File: config.mk
export PLATFORM = sky130hd
export DESIGN_NAME = calendar_date_subtractor_flat
export DESIGN_NICKNAME = d
export VERILOG_FILES = /design/src/hdl/cds_pkg.sv /design/src/hdl/cds_req_if.sv /design/src/hdl/cds_rsp_if.sv /design/src/hdl/cds_step_unit.sv /design/src/hdl/cds_seq.sv /design/src/hdl/calendar_date_subtractor.sv /design/src/flat_wrapper.sv
export SDC_FILE = /design/constraint.sdc
export NUM_CORES = 1
export LEC_CHECK = 0
export BUFFER_PORTS_ARGS = -buffer_cell sky130_fd_sc_hd__buf_2
export CAP_MARGIN = 20
export CORE_UTILIZATION = 55
export CTS_CLUSTER_DIAMETER = 30
export DETAILED_ROUTE_END_ITERATION = 7
export GPL_ROUTABILITY_DRIVEN = 0
export PLACE_DENSITY = 0.75
export SLEW_MARGIN = 20
export SYNTH_ARGS = -nofsm -noshare
export SYNTH_HDL_FRONTEND = slang
export SYNTH_SLANG_ARGS = --single-unit
File: constraint.sdc
create_clock -name clock -period 3.52 [get_ports clock]
set_input_delay 0.352 -clock clock [delete_from_list [all_inputs] [get_ports clock]]
set_output_delay 0.352 -clock clock [all_outputs]
set_load 0.01 [all_outputs]
File: src/hdl/cds_pkg.sv
package cds_pkg;

   // Field widths
   localparam int AMOUNT_BITS = 12;
   localparam int YEAR_BITS   = 14;
   localparam int MONTH_BITS  = 4;
   localparam int DAY_BITS    = 5;

   // A week count is expanded to days, so it needs three more bits
   localparam int COUNT_BITS = AMOUNT_BITS + 3;
   localparam int CMP_BITS   = (COUNT_BITS > YEAR_BITS) ? COUNT_BITS : YEAR_BITS;

   // Century split of the year, used for the leap rule
   localparam int REM_BITS  = YEAR_BITS;
   localparam int CENT_BITS = 8;
   localparam logic [REM_BITS-1:0] CENTURY  = REM_BITS'(100);
   localparam logic [REM_BITS-1:0] LAST_REM = REM_BITS'(99);

   // Calendar constants
   localparam logic [MONTH_BITS-1:0] MONTH_JAN = MONTH_BITS'(1);
   localparam logic [MONTH_BITS-1:0] MONTH_FEB = MONTH_BITS'(2);
   localparam logic [MONTH_BITS-1:0] MONTH_APR = MONTH_BITS'(4);
   localparam logic [MONTH_BITS-1:0] MONTH_JUN = MONTH_BITS'(6);
   localparam logic [MONTH_BITS-1:0] MONTH_SEP = MONTH_BITS'(9);
   localparam logic [MONTH_BITS-1:0] MONTH_NOV = MONTH_BITS'(11);
   localparam logic [MONTH_BITS-1:0] MONTH_DEC = MONTH_BITS'(12);
   localparam logic [DAY_BITS-1:0]   DAY_FIRST = DAY_BITS'(1);
   localparam logic [DAY_BITS-1:0]   DAYS_LONG = DAY_BITS'(31);
   localparam logic [DAY_BITS-1:0]   DAYS_SHORT = DAY_BITS'(30);
   localparam logic [DAY_BITS-1:0]   DAYS_FEB_LEAP = DAY_BITS'(29);
   localparam logic [DAY_BITS-1:0]   DAYS_FEB = DAY_BITS'(28);

   typedef enum logic [1:0] {
      CMD_DAYS   = 2'd0,
      CMD_WEEKS  = 2'd1,
      CMD_MONTHS = 2'd2,
      CMD_YEARS  = 2'd3
   } cmd_type;

   typedef struct packed {
      logic [YEAR_BITS-1:0]  year;
      logic [MONTH_BITS-1:0] month;
      logic [DAY_BITS-1:0]   day;
   } date_type;

   // Working date plus the year split into century count and remainder
   typedef struct packed {
      date_type             date;
      logic [REM_BITS-1:0]  rem;
      logic [CENT_BITS-1:0] cent;
   } cal_type;

   typedef struct packed {
      date_type date;
      logic     underflow;
   } result_type;

   localparam date_type DATE_FLOOR = '{year: '0, month: MONTH_JAN, day: DAY_FIRST};

   // Length of a month; codes outside 1..12 read as a long month
   function automatic logic [DAY_BITS-1:0] days_in(logic [MONTH_BITS-1:0] month, logic leap);
      logic [DAY_BITS-1:0] len;
      case (month) inside
         MONTH_FEB:                               len = leap ? DAYS_FEB_LEAP : DAYS_FEB;
         MONTH_APR, MONTH_JUN, MONTH_SEP, MONTH_NOV: len = DAYS_SHORT;
         default:                                 len = DAYS_LONG;
      endcase
      return len;
   endfunction

endpackage

File: src/hdl/cds_req_if.sv
interface cds_req_if import cds_pkg::*; ();
   logic                   valid;
   logic                   ready;
   logic [1:0]             command;
   logic [AMOUNT_BITS-1:0] amount;
   logic [YEAR_BITS-1:0]   year_in;
   logic [MONTH_BITS-1:0]  month_in;
   logic [DAY_BITS-1:0]    day_in;

   modport source (output valid, command, amount, year_in, month_in, day_in, input ready);
   modport sink (input valid, command, amount, year_in, month_in, day_in, output ready);
endinterface

File: src/hdl/cds_rsp_if.sv
interface cds_rsp_if import cds_pkg::*; ();
   logic                  valid;
   logic                  ready;
   logic [YEAR_BITS-1:0]  year_out;
   logic [MONTH_BITS-1:0] month_out;
   logic [DAY_BITS-1:0]   day_out;
   logic                  underflow;

   modport source (output valid, year_out, month_out, day_out, underflow, input ready);
   modport sink (input valid, year_out, month_out, day_out, underflow, output ready);
endinterface

File: src/hdl/cds_step_unit.sv
module cds_step_unit import cds_pkg::*; (
   input  cal_type             cur,
   input  logic                month_mode,
   output cal_type             nxt,
   output logic                underflow,
   output logic [DAY_BITS-1:0] cur_len
);

   logic                  leap;
   logic [MONTH_BITS-1:0] prev_month;
   logic [DAY_BITS-1:0]   prev_len;

   // Leap rule from the century split: on a century year test the century count
   assign leap       = (cur.rem == '0) ? (cur.cent[1:0] == 2'b00) : (cur.date.year[1:0] == 2'b00);
   assign cur_len    = days_in(cur.date.month, leap);
   assign prev_month = cur.date.month - MONTH_JAN;
   assign prev_len   = days_in(prev_month, leap);

   // Move back one day, or one month in month mode
   always_comb begin
      nxt       = cur;
      underflow = 1'b0;
      if (!month_mode && cur.date.day > DAY_FIRST) begin
         nxt.date.day = cur.date.day - DAY_FIRST;
      end else if (cur.date.month > MONTH_JAN) begin
         nxt.date.month = prev_month;
         if (!month_mode || cur.date.day > prev_len) begin
            nxt.date.day = prev_len;
         end
      end else if (cur.date.year != '0) begin
         nxt.date.year  = cur.date.year - 1'b1;
         nxt.date.month = MONTH_DEC;
         if (!month_mode) begin
            nxt.date.day = DAYS_LONG;
         end
         // keep the century split in step with the year
         if (cur.rem == '0) begin
            nxt.rem  = LAST_REM;
            nxt.cent = cur.cent - 1'b1;
         end else begin
            nxt.rem = cur.rem - 1'b1;
         end
      end else begin
         underflow = 1'b1;
      end
   end

endmodule

File: src/hdl/cds_seq.sv
module cds_seq import cds_pkg::*; (
   input  logic                   clock,
   input  logic                   reset,
   input  logic                   start,
   input  cmd_type                cmd,
   input  logic [AMOUNT_BITS-1:0] amount,
   input  date_type               date_in,
   output logic                   idle,
   output logic                   res_valid,
   input  logic                   res_take,
   output result_type             res
);

   typedef enum logic [2:0] {
      ST_IDLE,
      ST_DIV,
      ST_CLAMP,
      ST_RUN,
      ST_DONE
   } state_type;

   state_type             state_ff, state_in;
   cal_type               cal_ff, cal_in;
   cmd_type               cmd_ff, cmd_in;
   logic [COUNT_BITS-1:0] count_ff, count_in;
   logic                  uf_ff, uf_in;

   cal_type               step_nxt;
   logic                  step_uf;
   logic [DAY_BITS-1:0]   cur_len;
   date_type              date_norm;
   logic [COUNT_BITS-1:0] week_days;

   cds_step_unit u_step (
      .cur        (cal_ff),
      .month_mode (cmd_ff == CMD_MONTHS),
      .nxt        (step_nxt),
      .underflow  (step_uf),
      .cur_len    (cur_len)
   );

   // Clamp a month of zero or above twelve, and a day of zero, onto the calendar
   always_comb begin
      date_norm = date_in;
      if (date_in.month < MONTH_JAN) begin
         date_norm.month = MONTH_JAN;
      end else if (date_in.month > MONTH_DEC) begin
         date_norm.month = MONTH_DEC;
      end
      if (date_in.day < DAY_FIRST) begin
         date_norm.day = DAY_FIRST;
      end
   end

   // Seven days a week: eight times the count less the count
   assign week_days = {amount, 3'b000} - COUNT_BITS'(amount);

   // Sequencer
   always_comb begin
      state_in = state_ff;
      cal_in   = cal_ff;
      cmd_in   = cmd_ff;
      count_in = count_ff;
      uf_in    = uf_ff;
      unique case (state_ff)
         ST_IDLE: begin
            if (start) begin
               cal_in.date = date_norm;
               cal_in.rem  = date_norm.year;
               cal_in.cent = '0;
               cmd_in      = cmd;
               uf_in       = 1'b0;
               count_in    = (cmd == CMD_WEEKS) ? week_days : COUNT_BITS'(amount);
               state_in    = ST_DIV;
            end
         end
         ST_DIV: begin
            // split the year by repeated subtraction of a century
            if (cal_ff.rem >= CENTURY) begin
               cal_in.rem  = cal_ff.rem - CENTURY;
               cal_in.cent = cal_ff.cent + 1'b1;
            end else begin
               state_in = ST_CLAMP;
            end
         end
         ST_CLAMP: begin
            if (cal_ff.date.day > cur_len) begin
               cal_in.date.day = cur_len;
            end
            state_in = ST_RUN;
         end
         ST_RUN: begin
            if (cmd_ff == CMD_YEARS) begin
               if (CMP_BITS'(count_ff) > CMP_BITS'(cal_ff.date.year)) begin
                  uf_in = 1'b1;
               end else begin
                  cal_in.date.year = cal_ff.date.year - YEAR_BITS'(count_ff);
               end
               state_in = ST_DONE;
            end else if (count_ff == '0) begin
               state_in = ST_DONE;
            end else begin
               cal_in   = step_nxt;
               count_in = count_ff - 1'b1;
               if (step_uf) begin
                  uf_in    = 1'b1;
                  state_in = ST_DONE;
               end
            end
         end
         ST_DONE: begin
            if (res_take) begin
               state_in = ST_IDLE;
            end
         end
         default: state_in = ST_IDLE;
      endcase
   end

   always_ff @(posedge clock) begin
      if (reset) begin
         state_ff <= ST_IDLE;
      end else begin
         state_ff <= state_in;
      end
      cal_ff   <= cal_in;
      cmd_ff   <= cmd_in;
      count_ff <= count_in;
      uf_ff    <= uf_in;
   end

   assign idle          = (state_ff == ST_IDLE);
   assign res_valid     = (state_ff == ST_DONE);
   assign res.date      = uf_ff ? DATE_FLOOR : cal_ff.date;
   assign res.underflow = uf_ff;

endmodule

File: src/hdl/calendar_date_subtractor.sv
// Moves a Gregorian date back by a count of days, weeks, months or years, one item
// at a time. After an item is taken the block splits the year into centuries at one
// subtraction per cycle, fits the day to its month, and then drives the date-step unit
// once per cycle: one step per day for day and week counts or per month for month
// counts, then a check that the count has run out, and a single subtraction for
// years. The result is then handed to the output register, after which the next item
// is taken while the result waits. A result before 0000-01-01 comes back as that
// date with underflow set.
module calendar_date_subtractor import cds_pkg::*; (
   input  logic      clock,
   input  logic      reset,
   cds_req_if.sink   req_chan,
   cds_rsp_if.source rsp_chan
);

   logic       start;
   logic       seq_idle;
   logic       res_valid;
   logic       res_take;
   result_type res;
   date_type   date_in;

   logic       rsp_valid_ff;
   result_type rsp_data_ff;

   assign date_in  = '{year: req_chan.year_in, month: req_chan.month_in, day: req_chan.day_in};
   assign req_chan.ready = seq_idle;
   assign start    = req_chan.valid && seq_idle;

   cds_seq u_seq (
      .clock     (clock),
      .reset     (reset),
      .start     (start),
      .cmd       (cmd_type'(req_chan.command)),
      .amount    (req_chan.amount),
      .date_in   (date_in),
      .idle      (seq_idle),
      .res_valid (res_valid),
      .res_take  (res_take),
      .res       (res)
   );

   // Load the output register when it is empty or being drained
   assign res_take = res_valid && (!rsp_valid_ff || rsp_chan.ready);

   always_ff @(posedge clock) begin
      if (reset) begin
         rsp_valid_ff <= 1'b0;
      end else if (res_take) begin
         rsp_valid_ff <= 1'b1;
      end else if (rsp_chan.ready) begin
         rsp_valid_ff <= 1'b0;
      end
      if (res_take) begin
         rsp_data_ff <= res;
      end
   end

   assign rsp_chan.valid     = rsp_valid_ff;
   assign rsp_chan.year_out  = rsp_data_ff.date.year;
   assign rsp_chan.month_out = rsp_data_ff.date.month;
   assign rsp_chan.day_out   = rsp_data_ff.date.day;
   assign rsp_chan.underflow = rsp_data_ff.underflow;

   // Busy right after an item is taken
   a_busy_after_start: assert property (@(posedge clock) disable iff (reset)
      start |=> !req_chan.ready)
      else $error("block ready in the cycle after taking an item");

   // A saturated result is the floor date
   a_floor_on_underflow: assert property (@(posedge clock) disable iff (reset)
      rsp_chan.valid && rsp_chan.underflow |->
         rsp_chan.year_out == '0 && rsp_chan.month_out == MONTH_JAN &&
         rsp_chan.day_out == DAY_FIRST)
      else $error("underflow result is not the floor date");

   // Every result is a calendar month and day
   a_result_in_range: assert property (@(posedge clock) disable iff (reset)
      rsp_chan.valid |->
         rsp_chan.month_out >= MONTH_JAN && rsp_chan.month_out <= MONTH_DEC &&
         rsp_chan.day_out >= DAY_FIRST && rsp_chan.day_out <= DAYS_LONG)
      else $error("result month or day out of range");

   // A result is handed over only while the sequencer is out of idle, never as an item is taken
   a_take_only_when_done: assert property (@(posedge clock) disable iff (reset)
      res_take |-> !seq_idle && !start)
      else $error("result taken outside the done state");

endmodule
File: src/flat_wrapper.sv
// flat-port wrapper written by rule: the top's interface ports become plain ports
module calendar_date_subtractor_flat import cds_pkg::*;
  (clock, reset, req_chan_valid, req_chan_command, req_chan_amount, req_chan_year_in, req_chan_month_in, req_chan_day_in, req_chan_ready, rsp_chan_valid, rsp_chan_year_out, rsp_chan_month_out, rsp_chan_day_out, rsp_chan_underflow, rsp_chan_ready);
  cds_req_if req_chan_i ();
  cds_rsp_if rsp_chan_i ();
  input  logic clock;
  input  logic reset;
  input wire logic [$bits(req_chan_i.valid)-1:0] req_chan_valid;
  input wire logic [$bits(req_chan_i.command)-1:0] req_chan_command;
  input wire logic [$bits(req_chan_i.amount)-1:0] req_chan_amount;
  input wire logic [$bits(req_chan_i.year_in)-1:0] req_chan_year_in;
  input wire logic [$bits(req_chan_i.month_in)-1:0] req_chan_month_in;
  input wire logic [$bits(req_chan_i.day_in)-1:0] req_chan_day_in;
  output wire logic [$bits(req_chan_i.ready)-1:0] req_chan_ready;
  output wire logic [$bits(rsp_chan_i.valid)-1:0] rsp_chan_valid;
  output wire logic [$bits(rsp_chan_i.year_out)-1:0] rsp_chan_year_out;
  output wire logic [$bits(rsp_chan_i.month_out)-1:0] rsp_chan_month_out;
  output wire logic [$bits(rsp_chan_i.day_out)-1:0] rsp_chan_day_out;
  output wire logic [$bits(rsp_chan_i.underflow)-1:0] rsp_chan_underflow;
  input wire logic [$bits(rsp_chan_i.ready)-1:0] rsp_chan_ready;
  assign req_chan_i.valid = req_chan_valid;
  assign req_chan_i.command = req_chan_command;
  assign req_chan_i.amount = req_chan_amount;
  assign req_chan_i.year_in = req_chan_year_in;
  assign req_chan_i.month_in = req_chan_month_in;
  assign req_chan_i.day_in = req_chan_day_in;
  assign req_chan_ready = req_chan_i.ready;
  assign rsp_chan_valid = rsp_chan_i.valid;
  assign rsp_chan_year_out = rsp_chan_i.year_out;
  assign rsp_chan_month_out = rsp_chan_i.month_out;
  assign rsp_chan_day_out = rsp_chan_i.day_out;
  assign rsp_chan_underflow = rsp_chan_i.underflow;
  assign rsp_chan_i.ready = rsp_chan_ready;
  calendar_date_subtractor u_core (.clock(clock), .reset(reset), .req_chan(req_chan_i), .rsp_chan(rsp_chan_i));
endmodule
-- Word-level counts from Yosys, hierarchy flattened
Index checks and enable logic that the tools add are counted.
W data, S select, Z words.
- equality and inequality tests: 40
- add/sub/neg operators: 10
- $lt $le $gt $ge: 9
- reductions and logical operators: 28
- multiplexer cells: 55
- operators by type and width (operator ; number):
    $mux W45 ; 5
    $mux W22 ; 3
    $pmux W22 S3 ; 1
    $mux W15 ; 4
    $mux W14 ; 4
    $pmux W18 S2 ; 1
    $mux W5 ; 7
    $mux W31 ; 1
    $pmux W15 S2 ; 1
    $sub A14 B1 Y14 const B ; 2
    $mux W18 ; 1
    $mux W3 ; 6
    $ne A3 B3 Y1 const B ; 6
    $eq A4 B3 Y1 const B ; 4
    $eq A4 B4 Y1 const B ; 4
    $ne A2 B2 Y1 const B ; 8
    $reduce_and A8 Y1 ; 2
    $gt A15 B14 Y1 ; 1
    $logic_not A15 Y1 ; 1
    $pmux W3 S5 ; 1
    $pmux W5 S3 ; 1
    $sub A15 B1 Y15 const B ; 1
    $sub A15 B12 Y15 ; 1
    $ge A14 B7 Y1 const B ; 1
    other kinds (45) ; 75
- logic and storage cells: 156
- input port bits: 41
- flip-flop bits (word level): 91

-- Depth between registers and ports, before layout
Gate-level depths: netlist (run 1).
- depth after elaboration: 13
- depth in mapped cells: 14
- gate-level depth less buffers: 13

-- Modules after synthesis
A second synthesis (run 1) with hierarchy kept.
- cell total of the unflattened synthesis: 930
- area, all modules: 7903.8 µm²
- by module, submodules not included (module ; times used ; area an instance (µm²) ; seq. area each (µm²) ; cells an instance):
    cds_seq ; 1 ; 5606.6 ; 1951.9 ; 667
    cds_step_unit ; 1 ; 1515.2 ; 0.0 ; 233
    calendar_date_subtractor ; 1 ; 782.0 ; 740.7 ; 30

-- Worst setup path after synthesis (run 1)
No wires, ideal clock.
- path type: reg2reg
- start: reg u_core.u_seq.cal_ff[27] in the netlist's numbering
- end: reg u_core.u_seq.cal_ff[22] in the netlist's numbering, enable pin
- cell stages (with the launch flop): 14
- data arrival time: 2.879 ns
- path slack: 0.265 ns
- required time: 3.144 ns
- setup time: 0.376 ns
- cells stage by stage: edfxtp_1 inv_1 ha_1 clkbuf_1 nor2_1 and4_1 o21ai_0 o21ai_0 ha_1 a21oi_1 o21ai_0 o31ai_1 nand3_1 a211oi_1
- word-level cells in the longest chain between the ends: 9
- elaborated cells between the ends (all ways): 26
- RTL lines (item ; RTL line ; RTL):
    start, declared ; cds_seq.sv:23 ; cal_type cal_ff, cal_in;
    start signal, assigned ; cds_seq.sv:126 ; cal_ff <= cal_in;
    $sub A4 B1 Y4 ; cds_step_unit.sv:16 ; assign prev_month = cur.date.month - MONTH_JAN;
    $eq A4 B4 Y1 or $eq A4 B3 Y1 (tied branches) ; cds_step_unit.sv:17 ; assign prev_len = days_in(prev_month, leap);
    $reduce_or A4 Y1 ; cds_pkg.sv:63 ; case (month) inside
    $mux W1 ; cds_pkg.sv:63 ;
    $mux W5 ; cds_pkg.sv:63 ;
    $gt A5 B5 Y1 ; cds_step_unit.sv:27 ; if (!month_mode || cur.date.day > prev_len) begin
    $logic_or A1 B1 Y1 ; cds_step_unit.sv:27 ;
    $ne A4 B3 Y1 (no line) ; n/a ;
    $reduce_and A8 Y1 (no line) (*) ; n/a ;
Every way passes the cells marked *; elsewhere a longest branch is shown, timed or not.
A chain may end at the register's enable or synchronous reset.

-- Final worst setup path (run 1)
Same ends and word-level chain as after synthesis.

==> results.md, run 1 <==
Yosys:
- Synthesis inferred 85 register bits.
- Yosys mapped a number of flops with a built-in enable equal to 81.
- Synthesis produced a netlist with a net count of around 850.
- The per-instance average area after synthesis is 8.76 um^2.
- In the post-synthesis netlist, the biggest area contributors are sky130_fd_sc_hd__edfxtp_1, sky130_fd_sc_hd__ha_1, sky130_fd_sc_hd__nand2_1.
- The flip-flop cell with the highest count after synthesis is sky130_fd_sc_hd__edfxtp_1.
- The post-synthesis cell area is 0.00663 mm^2.
- The proportion of synthesized flip-flops having asynchronous set or reset is 0%.
- For this run, the register share of the synthesized area comes to 37.9%.
- The proportion of netlist area held by the largest area contributor is a little under two fifths.
- Of all cell types, the one taking the most synthesized area is sky130_fd_sc_hd__edfxtp_1.
- The synthesized netlist contains 67 unique library cells.
- The total of warnings raised by yosys is 0.
- The number of instances in the synthesized netlist is 757.

Floorplanning:
- The y dimension of the die is 112 um.
- The standard-cell row count is 39.
- The die footprint is between 0.01 and 0.015 mm^2.
- Once the floorplan was initialized, standard cells occupied 57.3% of the core.
- After floorplanning, the core was sized to cover 0.0116 mm^2.
- The die is 112 um wide.
- 67 I/O pins were placed.

STA:
- Setup repair after global routing left no endpoint under its margin.
- Based on the critical path, the design can be clocked at up to approximately 300 MHz.
- The relative max-transition margin is 45.2%.
- The final count of pins violating max slew is 0.
- Counting I/O delays and the setup requirement, the final critical path takes 3.37 ns.
- The ratio of final minimum period to clock period is 95.6%.
- At the pin with the least slew margin, the transition time is just over 0.8 ns.
- The final total negative setup slack is 0 ns.
- The final count of negative-setup-slack endpoints is 0.
- The worst setup skew after layout is about 0.0064 ns.
- The number of hold violations in the final report is 0.

Route:
- The average wire per standard cell is 17.8 um.
- The remaining design rule violation count is 6.
- In the routed layout, each cell is associated on average with a via count of 6.26.
- In this run, the number of DRC markers left after iteration 0 of detailed routing was 572.
- The detail route stage leaves a number of antenna-violating nets equal to 0.
- Wires add up to 17000 um.
- The routed layout has 5997 vias.
- The first TritonRoute pass finished after 7 iterations.

Outcome:
- The final reports fail on design-rule violations.
- The flow ran to the end, but the final reports show violations.

Layout:
- The most common library cell in the layout ignoring fill and taps is sky130_fd_sc_hd__nand2_1.
- Summing all flip-flop and latch instances after layout gives about 0.0025 mm^2.
- The net count of the finished layout is 906.
- Fill cells in the final layout number 944.
- In the final layout, the share of cells above drive strength 1 is 13.5%.
- The area occupied by multi-input gates is 0.00378 mm^2.
- In the layout the commonest cells are sky130_fd_sc_hd__nand2_1, sky130_fd_sc_hd__edfxtp_1, sky130_fd_sc_hd__nor2_1.
- The post-synthesis to final-layout area growth is 11.6%.
- The repair_antennas step left the layout with diodes totalling 0.

Worst setup path:
- The critical path is of the flip-flop to flip-flop type.
- STA puts the critical path data arrival time at 3.44 ns.
- The kind of start point of the critical path is a flip-flop.
- For the worst setup path, the data required time is 3.59 ns.
- The highest net fanout along the worst path is 8.
- STA classifies the critical path endpoint as a flip-flop.

Clocking:
- The clock root buffer is sky130_fd_sc_hd__clkbuf_16.
- The clock latency of the later-clocked register in the worst-skew pair is 0.35 ns.
- In this run the number of H-tree levels came out at 3.
- After clock tree synthesis, the clock-pin slew on the worst setup and hold paths is 0.07 ns.
- The TritonCTS clock tree is done.
- For this design, the sink count on the clock tree is 85.
- The hold-fix buffer count after cts is 0.
- Counting the buffers created by CTS gives 9.
- No sink is reached through more buffers than the 2 on the longest clock path.

Global route:
- The number of global-route vias before repair is between 5000 and 6000.
- The global-route wire length before repair is about 28000 um.
- The number of antenna violations at the first check in global routing was 0.
- Across every metal layer, demand over resource in global routing totals 28.2%.
- After global routing the overflow that remains totals 0.
- Entering global routing, the biggest net connects 46 pins.

Run:
- The number of max-cap violations is 0.

Power and ir drop:
- The cell leakage power is 0.00297 uW.
- The power per standard cell area is 455 mW/mm^2.
- The peak ir drop on the vdd network is 0.279 mV.
- The overall power after layout is about 3400 uW.

Placed design:
- The count of input and output buffers is 66.
- The HPWL reported at the end of detailed placement is roughly 13000 um.

Worst hold path:
- The path type of the worst min-delay path is input pin to flip-flop.
## cell type report
class / count / area share [%]
clock inverters: 7 / 1.10
clock buffers: 9 / 3.04
multi-input cells: 582 / 51.0
flip-flops and latches: 85 / 33.9
inverters: 53 / 2.69
well taps: 143 / 2.42
repair buffers: 79 / 5.78
## worst max-delay path: stages (launching register included)
cell and delay (ns):
sky130_fd_sc_hd__edfxtp_1 0.50, sky130_fd_sc_hd__inv_1 0.15, sky130_fd_sc_hd__ha_1 0.31, sky130_fd_sc_hd__nor2_1 0.18, sky130_fd_sc_hd__and2_1 0.14, sky130_fd_sc_hd__o21ai_0 0.10, sky130_fd_sc_hd__o22ai_1 0.25, sky130_fd_sc_hd__o21ai_0 0.14
sky130_fd_sc_hd__ha_1 0.30, sky130_fd_sc_hd__a21oi_1 0.16, sky130_fd_sc_hd__o21ai_0 0.10, sky130_fd_sc_hd__o31ai_1 0.19, sky130_fd_sc_hd__nand3_1 0.12, sky130_fd_sc_hd__a211oi_1 0.27, sky130_fd_sc_hd__buf_4 0.19
## stage by stage
step | utilization, % | setup WS (ns) | instances | hold slack, ns | area (um^2)
after global routing | 64.0 | 0.00517 | 958 | 0.216 | 7400
after CTS | 63.9 | 0.104 | 958 | 0.189 | 7390
after global placement | 61.3 | 0.361 | 942 | 0.556 | 7090
after detailed placement | 61.3 | 0.156 | 942 | 0.561 | 7090
final | 64.0 | 0.154 | 958 | 0.199 | 7400
after floorplan | - | 0.265 | 757 | 0.421 | 6630
## layer usage
| metal | track usage, % | wire, um |
|---|---|---|
| met2 | 46.2 | 8050 |
| met1 | 38.2 | 7320 |
| met4 | 8.83 | 284 |
| met5 | 0 | 0 |
| met3 | 4.79 | 1390 |
## path summary, 6_finish.rpt
kind                                                   startpoint                               endpoint  slack, ns  cells past startpoint
worst max-delay path            u_core.u_seq.cal_ff[27]$_DFFE_PP_      u_core.u_seq.cal_ff[22]$_DFFE_PP_       0.15                     14
worst min-delay path                                        reset  u_core.u_seq.state_ff[2]$_SDFFE_PP0P_       0.20                      2
worst max register to register  u_core.u_seq.cal_ff[27]$_DFFE_PP_      u_core.u_seq.cal_ff[22]$_DFFE_PP_       0.15                     14
worst min register to register   u_core.u_seq.cal_ff[0]$_DFFE_PP_       u_core.u_seq.cal_ff[0]$_DFFE_PP_       0.60                      1
## state kept, by name (all words and copies together), names as in the netlist
register / flops
u_core.u_seq.cal_ff: 39
u_core.u_seq.count_ff: 15
u_core.rsp_chan.year_out: 14
u_core.rsp_chan.day_out: 5
u_core.rsp_chan.month_out: 4
u_core.u_seq.state_ff: 3
u_core.u_seq.cmd_ff: 2
u_core.rsp_chan.underflow: 1
u_core.rsp_chan.valid: 1
u_core.u_seq.uf_ff: 1
## Yosys cell counts (3+ instances only)
library cell / n
sky130_fd_sc_hd__a21o_1: 5
sky130_fd_sc_hd__dfxtp_1: 4
sky130_fd_sc_hd__nand4b_1: 3
sky130_fd_sc_hd__a21oi_1: 43
sky130_fd_sc_hd__xnor2_1: 26
sky130_fd_sc_hd__nand2_1: 85
sky130_fd_sc_hd__a211oi_1: 10
sky130_fd_sc_hd__a221oi_1: 3
sky130_fd_sc_hd__nor3_1: 21
sky130_fd_sc_hd__nor3b_1: 3
sky130_fd_sc_hd__edfxtp_1: 81
sky130_fd_sc_hd__o21ai_0: 45
sky130_fd_sc_hd__nand4_1: 7
sky130_fd_sc_hd__o221ai_1: 3
sky130_fd_sc_hd__o211ai_1: 12
sky130_fd_sc_hd__o22ai_1: 12
sky130_fd_sc_hd__and2_1: 5
sky130_fd_sc_hd__ha_1: 54
sky130_fd_sc_hd__or2_2: 5
sky130_fd_sc_hd__nand2b_1: 10
sky130_fd_sc_hd__xor2_1: 21
sky130_fd_sc_hd__a41oi_1: 3
sky130_fd_sc_hd__o31ai_1: 12
sky130_fd_sc_hd__o22a_1: 5
sky130_fd_sc_hd__a22oi_1: 5
sky130_fd_sc_hd__nor2b_1: 14
sky130_fd_sc_hd__inv_1: 53
sky130_fd_sc_hd__o21a_1: 10
sky130_fd_sc_hd__nor4_1: 10
sky130_fd_sc_hd__clkbuf_1: 30
sky130_fd_sc_hd__nand3_1: 21
sky130_fd_sc_hd__a31oi_1: 10
sky130_fd_sc_hd__mux2i_1: 3
sky130_fd_sc_hd__nor2_1: 73
sky130_fd_sc_hd__buf_1: 3
sky130_fd_sc_hd__or3_1: 9
## power breakdown
part	internal (uW)	total, uW	leakage [uW]	switching, uW
clock network	561	985	0.000152	424
registers	1260	1410	0.000800	149
logic	397	975	0.00202	578
## cells by family after synthesis
kind of cell               Yosys count  share of synthesized area, %
AOI/OAI and AO/OA                  197                          19.3
xor gates and xnor gates            47                          6.21
adders and majority gates           55                          10.5
buffers and inverters               90                          5.30
DFF                                 85                          37.9
muxes                                3                         0.453
and+or+nand+nor                    280                          20.3
## timing repair
action / 4_1_cts / 5_1_grt
endpoints found under the setup margin: 0 / 5
resized for setup: 0 / 2
buffers inserted: 0 / 0
No activity file was read; power rests on OpenSTA's default activity.
==> inputs of run 2 (changes only) <==
ABC_AREA = 1   (was not set)
BUFFER_PORTS_ARGS = -buffer_cell sky130_fd_sc_hd__buf_4   (was -buffer_cell sky130_fd_sc_hd__buf_2)
==> results.md, run 2 <==
Outcome:
- The run finished with clean final reports.

Yosys:
- The count of different cell masters after synthesis is 45 (-33%).
- The most instantiated library cell after synthesis is sky130_fd_sc_hd__nand2_1.
- The post-synthesis cell area was 0.00712 mm^2 (+7.3%).
- The number of flops mapped to enable cells by yosys is 81 (unchanged).
- The most used flip-flop cell after synthesis is sky130_fd_sc_hd__edfxtp_1.
- The proportion of synthesized flip-flops having asynchronous set or reset was 0% (unchanged).
- The number of instances in the synthesized netlist was 981 (+30%).
- The synthesized net count is 1077 (+26%).
- The per-instance average area after synthesis is 7.25 um^2 (-17%).
- The number of register bits inferred by synthesis is 85 (unchanged).
- Of all cell types, the one taking the most synthesized area is sky130_fd_sc_hd__edfxtp_1.
- The total of warnings raised by yosys was 0 (unchanged).
- The proportion of synthesized chip area in sequential cells was 35.3% (-2.6 points).
- Ranked by total cell area, the synthesized netlist is headed by sky130_fd_sc_hd__edfxtp_1, sky130_fd_sc_hd__nand2_1, sky130_fd_sc_hd__ha_1.
- The proportion of netlist area held by the largest area contributor is 34.2% (-2.5 points).
- By count the netlist is led by sky130_fd_sc_hd__nand2_1, sky130_fd_sc_hd__inv_1, sky130_fd_sc_hd__nor2_1.

Worst setup path:
- The dominant cell type by count on the critical path is sky130_fd_sc_hd__nand2_1.
- The origin of the worst setup path is u_core.u_seq.cal_ff[27]$_DFFE_PP_.
- The slowest stage of the critical path belongs to the cell sky130_fd_sc_hd__edfxtp_1.
- The endpoint identified for the worst register-to-register timing path is u_core.u_seq.cal_ff[25]$_DFFE_PP_.
- The arrival time of the worst setup path was 2.87 ns (-0.57 ns).
- The reg-to-reg startpoint is u_core.u_seq.cal_ff[27]$_DFFE_PP_.
- STA classifies the critical path startpoint as a flip-flop.
- The worst endpoint required time came to 3.52 ns (-0.07 ns).
- The type of destination of the critical path is a flip-flop.
- The worst reg-to-reg setup slack is 0.66 ns (+0.50 ns).
- The classification of the worst setup path is flip-flop to flip-flop.
- The end of the critical path is u_core.u_seq.cal_ff[25]$_DFFE_PP_.
- The highest net fanout along the worst path is 5 (-3).
- The cell count of the worst reg-to-reg path is 16 (+2).
- The delay of the slowest critical-path stage is 0.42 ns (-0.08 ns).
- The critical path goes through inv_1 > ha_1 > or2_2 > nand2_1 > nand2_1 > inv_1 > nand2_1 > inv_2 > nand2_1 > nand2_1 > ha_1 > a21oi_1 > nand3_1 > nand2_1 > a31oi_1 > nor2_1.

STA:
- The ratio of final minimum period to clock period is 81.3% (-14 points).
- The final total negative setup slack is 0 ns (unchanged).
- The final count of negative-setup-slack endpoints is 0 (unchanged).
- The relative max-transition margin is 55.1% (+9.9 points).
- The maximum clock rate is 349 MHz (+18%).
- The final critical path time including I/O delays and setup is 2.86 ns (-0.504 ns).
- The final count of pins violating max slew is 0 (unchanged).
- The worst setup skew after layout is 0.0116 ns (+0.00524 ns).
- The worst-margin pin slew is 0.673 ns (-0.141 ns).
- The number of hold violations in the final report came to 0 (unchanged).
- Setup repair after global routing left no endpoint under its margin.

Layout:
- The antenna diode count is 0 (unchanged).
- The most common library cell in the layout ignoring fill and taps is sky130_fd_sc_hd__nand2_1.
- The core utilization of the finished layout is 64.5% (+0.45 points).
- The share of final-layout standard cells stronger than drive strength 1 is 13.5% (+0.032 points).
- The summed area of non-filler cells in the final layout came to 0.00813 mm^2 (+9.9%).
- The number of flip-flops under the largest register name is 39 (unchanged).
- The post-synthesis to final-layout area growth is 14.3%.
- In the layout the commonest cells are sky130_fd_sc_hd__nand2_1, sky130_fd_sc_hd__inv_1, sky130_fd_sc_hd__nor2_1.
- The post-layout net count is 1148 (+27%).
- The largest register by flop count is u_core.u_seq.cal_ff.

Floorplanning:
- The standard-cell row count is 41 (+5.1%).
- The effective utilization at floorplan is 56.4% (-0.93 points).
- The width of the die is 116 um (+3.5%).
- The number of I/O pins is 67 (unchanged).
- The y dimension of the die came to 116 um (+3.5%).
- The core area was 0.0126 mm^2 (+9.1%).
- The die footprint is 0.0134 mm^2 (+7.2%).

Global route:
- The global-route wire length before repair is 28900 um (+3.5%).
- The overall overflow remaining after global route came to 0 (unchanged).
- The number of global-route vias before repair is 5964 (+6.3%).
- The largest net degree at the start of global routing is 37 (-20%).
- The number of antenna violations at the first check in global routing is 0 (unchanged).
- The total track usage was 28.1% (-0.17 points).

Clocking:
- The count of clock tree sinks was 85 (unchanged).
- The clock root buffer is sky130_fd_sc_hd__clkbuf_16.
- The number of buffers added for setup after CTS is 0 (unchanged).
- The H-tree depth is 3 (unchanged).
- The CTS buffer count was 9 (unchanged).
- The TritonCTS clock tree is done.
- The maximum buffer depth of the clock tree is 2 (unchanged).
- The clock latency of the later-clocked register in the worst-skew pair is 0.35 ns (about the same).
- The hold-fix buffer count after cts was 0 (unchanged).
- The count of instances resized after the clock tree is built came to 0 (unchanged).
- The clock transition at the registers of the reported paths is 0.07 ns (about the same).

Power and ir drop:
- The combinational power share is 52.8% (+24 points).
- The switching power of the nets was 3080 uW (+170%).
- The share of power burned in registers came to 31.6% (-10 points).
- The power per standard cell area is 820 mW/mm^2 (+80%).
- The cell leakage power was 0.00381 uW (+28%).
- The share of power burned in the clock network is 15.6% (-14 points).
- The cell internal power dissipation is 3590 uW (+62%).
- The net switching fraction of the power is 46.2% (+12 points).
- The peak ir drop on the vdd network is 0.346 mV (+24%).

Placed design:
- The instance area after placement was 0.00782 mm^2 (+10%).
- The HPWL reported at the end of detailed placement is 14000 um (+9.8%).
- The count of input and output buffers is 66 (unchanged).

Route:
- The remaining design rule violation count was 0 (-6).
- The detail-routed via count per cell was 5.45 (-13%).
- The routed via count is 6703 (+12%).
- The number of detailed-routing iterations run before antenna repair is 5 (-2).
- The final routed wirelength across all metal layers is 17900 um (+5.0%).
- The average wire per standard cell came to 14.6 um (-18%).
- The number of nets with antenna violations after detailed routing was 0 (unchanged).
- The number of violations reported at the end of detailed-routing iteration 0 came to 665 (+16%).

Run:
- The number of max-cap violations is 0 (unchanged).

Worst hold path:
- In this run the worst hold path is classified as input pin to flip-flop.
## run 2: worst min path at each step
stage,from,endpoint,depth (start not counted)
6_report,reset,u_core.rsp_chan.valid$_SDFFE_PP0P_,2
3_5_place_dp,reset,u_core.rsp_chan.valid$_SDFFE_PP0P_,2
2_1_floorplan,reset,u_core.rsp_chan.valid$_SDFFE_PP0P_,1
4_1_cts,reset,u_core.rsp_chan.valid$_SDFFE_PP0P_,2
3_3_place_gp,reset,u_core.rsp_chan.valid$_SDFFE_PP0P_,2
5_1_grt,reset,u_core.rsp_chan.valid$_SDFFE_PP0P_,2
## run 2: cells by family (layout without fill, tap and decap cells)
logic type | after synthesis | after routing | share of synthesized area, %
and+or+nand+nor | 506 | 506 | 31.6
AOI/OAI and AO/OA | 143 | 143 | 11.3
adders and majority gates | 55 | 55 | 9.78
xor gates and xnor gates | 22 | 22 | 2.71
DFF | 85 | 85 | 35.3
buffers and inverters | 170 | 246 | 9.32
## run 2: final cells by class
| class | count | area [um^2] |
|---|---|---|
| fillers | 1177 | 4490 |
| multi-input cells | 726 | 3950 |
| flip-flops and latches | 85 | 2510 |
| inverters | 155 | 582 |
| repair buffers | 75 | 563 |
| clock buffers | 9 | 225 |
| well taps | 172 | 215 |
| clock inverters | 7 | 88.8 |
## run 2: worst max-delay path: cells and delay by family (launching register included)
kind,cells,cell delay [ns]
and+or+nand+nor,9,1.16
adders and majority gates,2,0.46
DFF,1,0.42
buffers and inverters,3,0.28
AOI/OAI and AO/OA,2,0.20
## run 2: metal layers
layer	wire length (um)	share of wire, %	GRT usage (%)	vias up
met1	8520	48	40.2	3088
met5	0	0	0	-
li1	-	-	-	3385
met4	261	1.5	7.86	0
met2	7980	45	44.0	207
met3	1140	6.4	4.45	23
## run 2: power by group through the flow
| stage | Sequential [uW] | Combinational (uW) | Clock [uW] |
|---|---|---|---|
| 2_1_floorplan | 2030 | 2580 | 0 |
| 3_3_place_gp | 2110 | 3410 | 0 |
| 3_5_place_dp | 2120 | 3480 | 0 |
| 4_1_cts | 2100 | 3500 | 1050 |
| 5_1_grt | 2160 | 4020 | 1070 |
| 6_report | 2110 | 3520 | 1040 |
## run 2: metrics by stage
step	hold WS, ns	cells	total power (uW)	setup slack (ns)
floorplan	0.424	981	4610	0.266
finish	0.173	1229	6670	0.657
detailed placement	0.539	1213	5590	0.721
global placement	0.542	1213	5520	0.786
CTS	0.167	1229	6650	0.655
global route	0.179	1229	7250	0.359
==> inputs of run 3 (changes only) <==
clock period = 3 ns   (was 3.52 ns; I/O delays follow)
==> results.md, run 3 (synthesized netlist as in run 2, its figures left out) <==
Outcome:
- The run finished with clean final reports.

Clocking:
- The clock latency of the later-clocked register in the worst-skew pair is 0.35 ns (about the same).
- The clock transition at the registers of the reported paths came to 0.06 ns (about the same).
- The CTS buffer count came to 9 (unchanged).
- CTS placed an instance of sky130_fd_sc_hd__clkbuf_16 at the clock tree root.
- The maximum buffer depth of the clock tree is 2 (unchanged).
- The count of clock tree sinks was 85 (unchanged).
- The TritonCTS clock tree is done.
- The H-tree depth is 3 (unchanged).

STA:
- The worst-case setup margin in the final layout is 0.296 ns (-0.361 ns).
- The relative max-transition margin was 54.2% (-0.92 points).
- The final count of negative-setup-slack endpoints is 0 (unchanged).
- The maximum clock rate is 370 MHz (+5.9%).
- The final count of pins violating max slew came to 0 (unchanged).
- The ratio of final minimum period to clock period is 90.1% (+8.8 points).
- The worst setup skew after layout is 0.00893 ns (-0.00267 ns).
- The final total negative setup slack is 0 ns (unchanged).
- The worst-margin pin slew was 0.687 ns (+0.0138 ns).
- The number of hold violations in the final report is 0 (unchanged).
- The final critical path time including I/O delays and setup came to 2.70 ns (-0.159 ns).
- Setup repair after global routing left no endpoint under its margin.

Layout:
- The post-layout net count was 1153 (+0.44%).
- The share of final-layout standard cells stronger than drive strength 1 is 14.1% (+0.60 points).
- The final-layout fill cell count is 1156 (-1.8%).
- The number of flip-flops under the largest register name is 39 (unchanged).
- The largest register by flop count is u_core.u_seq.cal_ff.
- The antenna diode count is 0 (unchanged).
- The post-synthesis to final-layout area growth is 15.0%.
- The most common library cell in the layout ignoring fill and taps is sky130_fd_sc_hd__nand2_1.
- The library cells used most frequently in the layout, excluding fill and tap cells, are sky130_fd_sc_hd__nand2_1, sky130_fd_sc_hd__inv_1, sky130_fd_sc_hd__nor2_1.

Global route:
- The largest net degree at the start of global routing is 25 (-32%).
- The number of global-route vias before repair was 5954 (-0.17%).
- The met3 capacity usage during global routing was 4.71% (+0.26 points).
- The overall overflow remaining after global route is 0 (unchanged).
- The highest-utilization routing layer at the global route stage is met2.
- The met2 capacity usage during global routing is 42.5% (-1.5 points).
- The met1 track demand over resource in global routing is 39.9% (-0.33 points).
- The global-route wire length before repair is 28900 um (-0.26%).
- The total track usage is 27.8% (-0.23 points).
- The number of antenna violations at the first check in global routing is 0 (unchanged).

Floorplanning:
- The die footprint is 0.0134 mm^2 (unchanged).
- The width of the die is 116 um (unchanged).
- The y dimension of the die is 116 um (unchanged).
- The core area came to 0.0126 mm^2 (unchanged).
- The effective utilization at floorplan is 56.4% (unchanged).
- The number of I/O pins is 67 (unchanged).
- The standard-cell row count was 41 (unchanged).

Power and ir drop:
- The power per standard cell area is 962 mW/mm^2 (+17%).
- The peak ir drop on the vdd network is 0.458 mV (+32%).
- The overall power after layout is 7870 uW (+18%).
- The cell leakage power came to 0.00383 uW (+0.52%).

Worst setup path:
- The highest net fanout along the worst path was 5 (unchanged).
- Counting stages on the worst path, the most repeated cell is sky130_fd_sc_hd__nand2_1.
- The signal on the critical path passes through inv_1 > ha_1 > or2_2 > nand2_1 > nand2_1 > inv_1 > nand2_1 > nand3_1 > nand2_1 > ha_1 > a21oi_1 > nand3_1 > nand2_1 > a31oi_1 > nor2_2.
- The worst endpoint required time is 3.03 ns (-0.49 ns).
- The cell count along the critical path is 15 (-1).
- The critical-path cell with the highest stage delay is sky130_fd_sc_hd__edfxtp_1.
- STA classifies the critical path endpoint as a flip-flop.
- The kind of start point of the critical path is a flip-flop.
- The worst setup path is of the flip-flop to flip-flop kind.
- The count of buffer and inverter cells on the critical path is 2 (-1).
- The delay of the slowest critical-path stage came to 0.38 ns (-0.04 ns).
- The category of cells accounting for the largest share of critical-path delay is simple AND/OR/NAND/NOR gates.
- The cell count of the worst reg-to-reg path came to 15 (-1).
- The arrival time of the worst setup path came to 2.74 ns (-0.13 ns).

Route:
- The routed via count is 6653 (-0.75%).
- The detail-routed via count per cell is 5.39 (-1.1%).
- The average wire per standard cell is 14.3 um (-1.6%).
- The remaining design rule violation count came to 0 (unchanged).
- The number of nets with antenna violations after detailed routing is 0 (unchanged).
- The number of violations reported at the end of detailed-routing iteration 0 is 520 (-22%).
- The number of detailed-routing iterations run before antenna repair is 5 (unchanged).
- The final routed wirelength across all metal layers is 17700 um (-1.2%).

Worst hold path:
- In this run the worst hold path is classified as input pin to flip-flop.
- The number of cells on the worst hold path is 2 (unchanged).

Run:
- The number of max-cap violations is 0 (unchanged).

Placed design:
- The count of input and output buffers came to 66 (unchanged).
- The HPWL reported at the end of detailed placement is 14000 um (about the same).
- The worst slack at placement is 0.176 ns (-0.545 ns).
-- run 3: power by group --
part | switching, uW | total (uW) | internal, uW
combinational | 2710 | 4200 | 1490
sequential | 436 | 2470 | 2030
clock | 481 | 1210 | 728
total | 3630 | 7870 | 4250
-- run 3: final timing paths --
check / from / to / slack [ns]
hold / removal: reset / u_core.rsp_chan.valid$_SDFFE_PP0P_ / 0.13
hold reg to reg: u_core.u_seq.cal_ff[0]$_DFFE_PP_ / u_core.u_seq.cal_ff[0]$_DFFE_PP_ / 0.60
setup reg to reg: u_core.u_seq.cal_ff[27]$_DFFE_PP_ / u_core.u_seq.cal_ff[25]$_DFFE_PP_ / 0.30
setup / recovery: u_core.u_seq.cal_ff[27]$_DFFE_PP_ / u_core.u_seq.cal_ff[25]$_DFFE_PP_ / 0.30
-- run 3: final cells by class --
class | instances | area [um^2] | share of cell area (%)
clock buffer | 10 | 229 | 2.80
clock inverter | 6 | 87.6 | 1.07
inverter | 155 | 582 | 7.11
multi-input combinational | 726 | 3960 | 48.4
sequential | 85 | 2510 | 30.7
tap | 172 | 215 | 2.63
timing repair buffer | 80 | 601 | 7.34
-- run 3: layer usage --
layer  wire [um]  up-vias
met4         383        0
met1        8460     3007
met3        1210       30
li1            -     3386
met5           0        -
met2        7630      230
-- run 3: stage by stage --
step	util [%]	instance area (um^2)	hold slack [ns]	cells
after floorplan	-	7120	0.372	981
after global placement	62.2	7850	0.496	1216
after detailed placement	62.2	7850	0.495	1216
after CTS	64.7	8170	0.126	1232
after global routing	64.9	8190	0.136	1234
final	64.9	8190	0.130	1234
-- run 3: timing repair --
action,in CTS,in global routing
hold endpoints to repair,0,0
endpoints found under the setup margin,0,5
gates resized for setup,0,2
setup buffers,0,2
hold buffers,0,0
-- run 3: worst reg2reg max path, delay by kind of cell, from the launching register on --
kind                       cells  cell delay, ns
AOI/OAI and AO/OA              2            0.21
and+or+nand+nor                9            1.12
adders and majority gates      2            0.51
DFF                            1            0.38
buffers and inverters          2            0.16
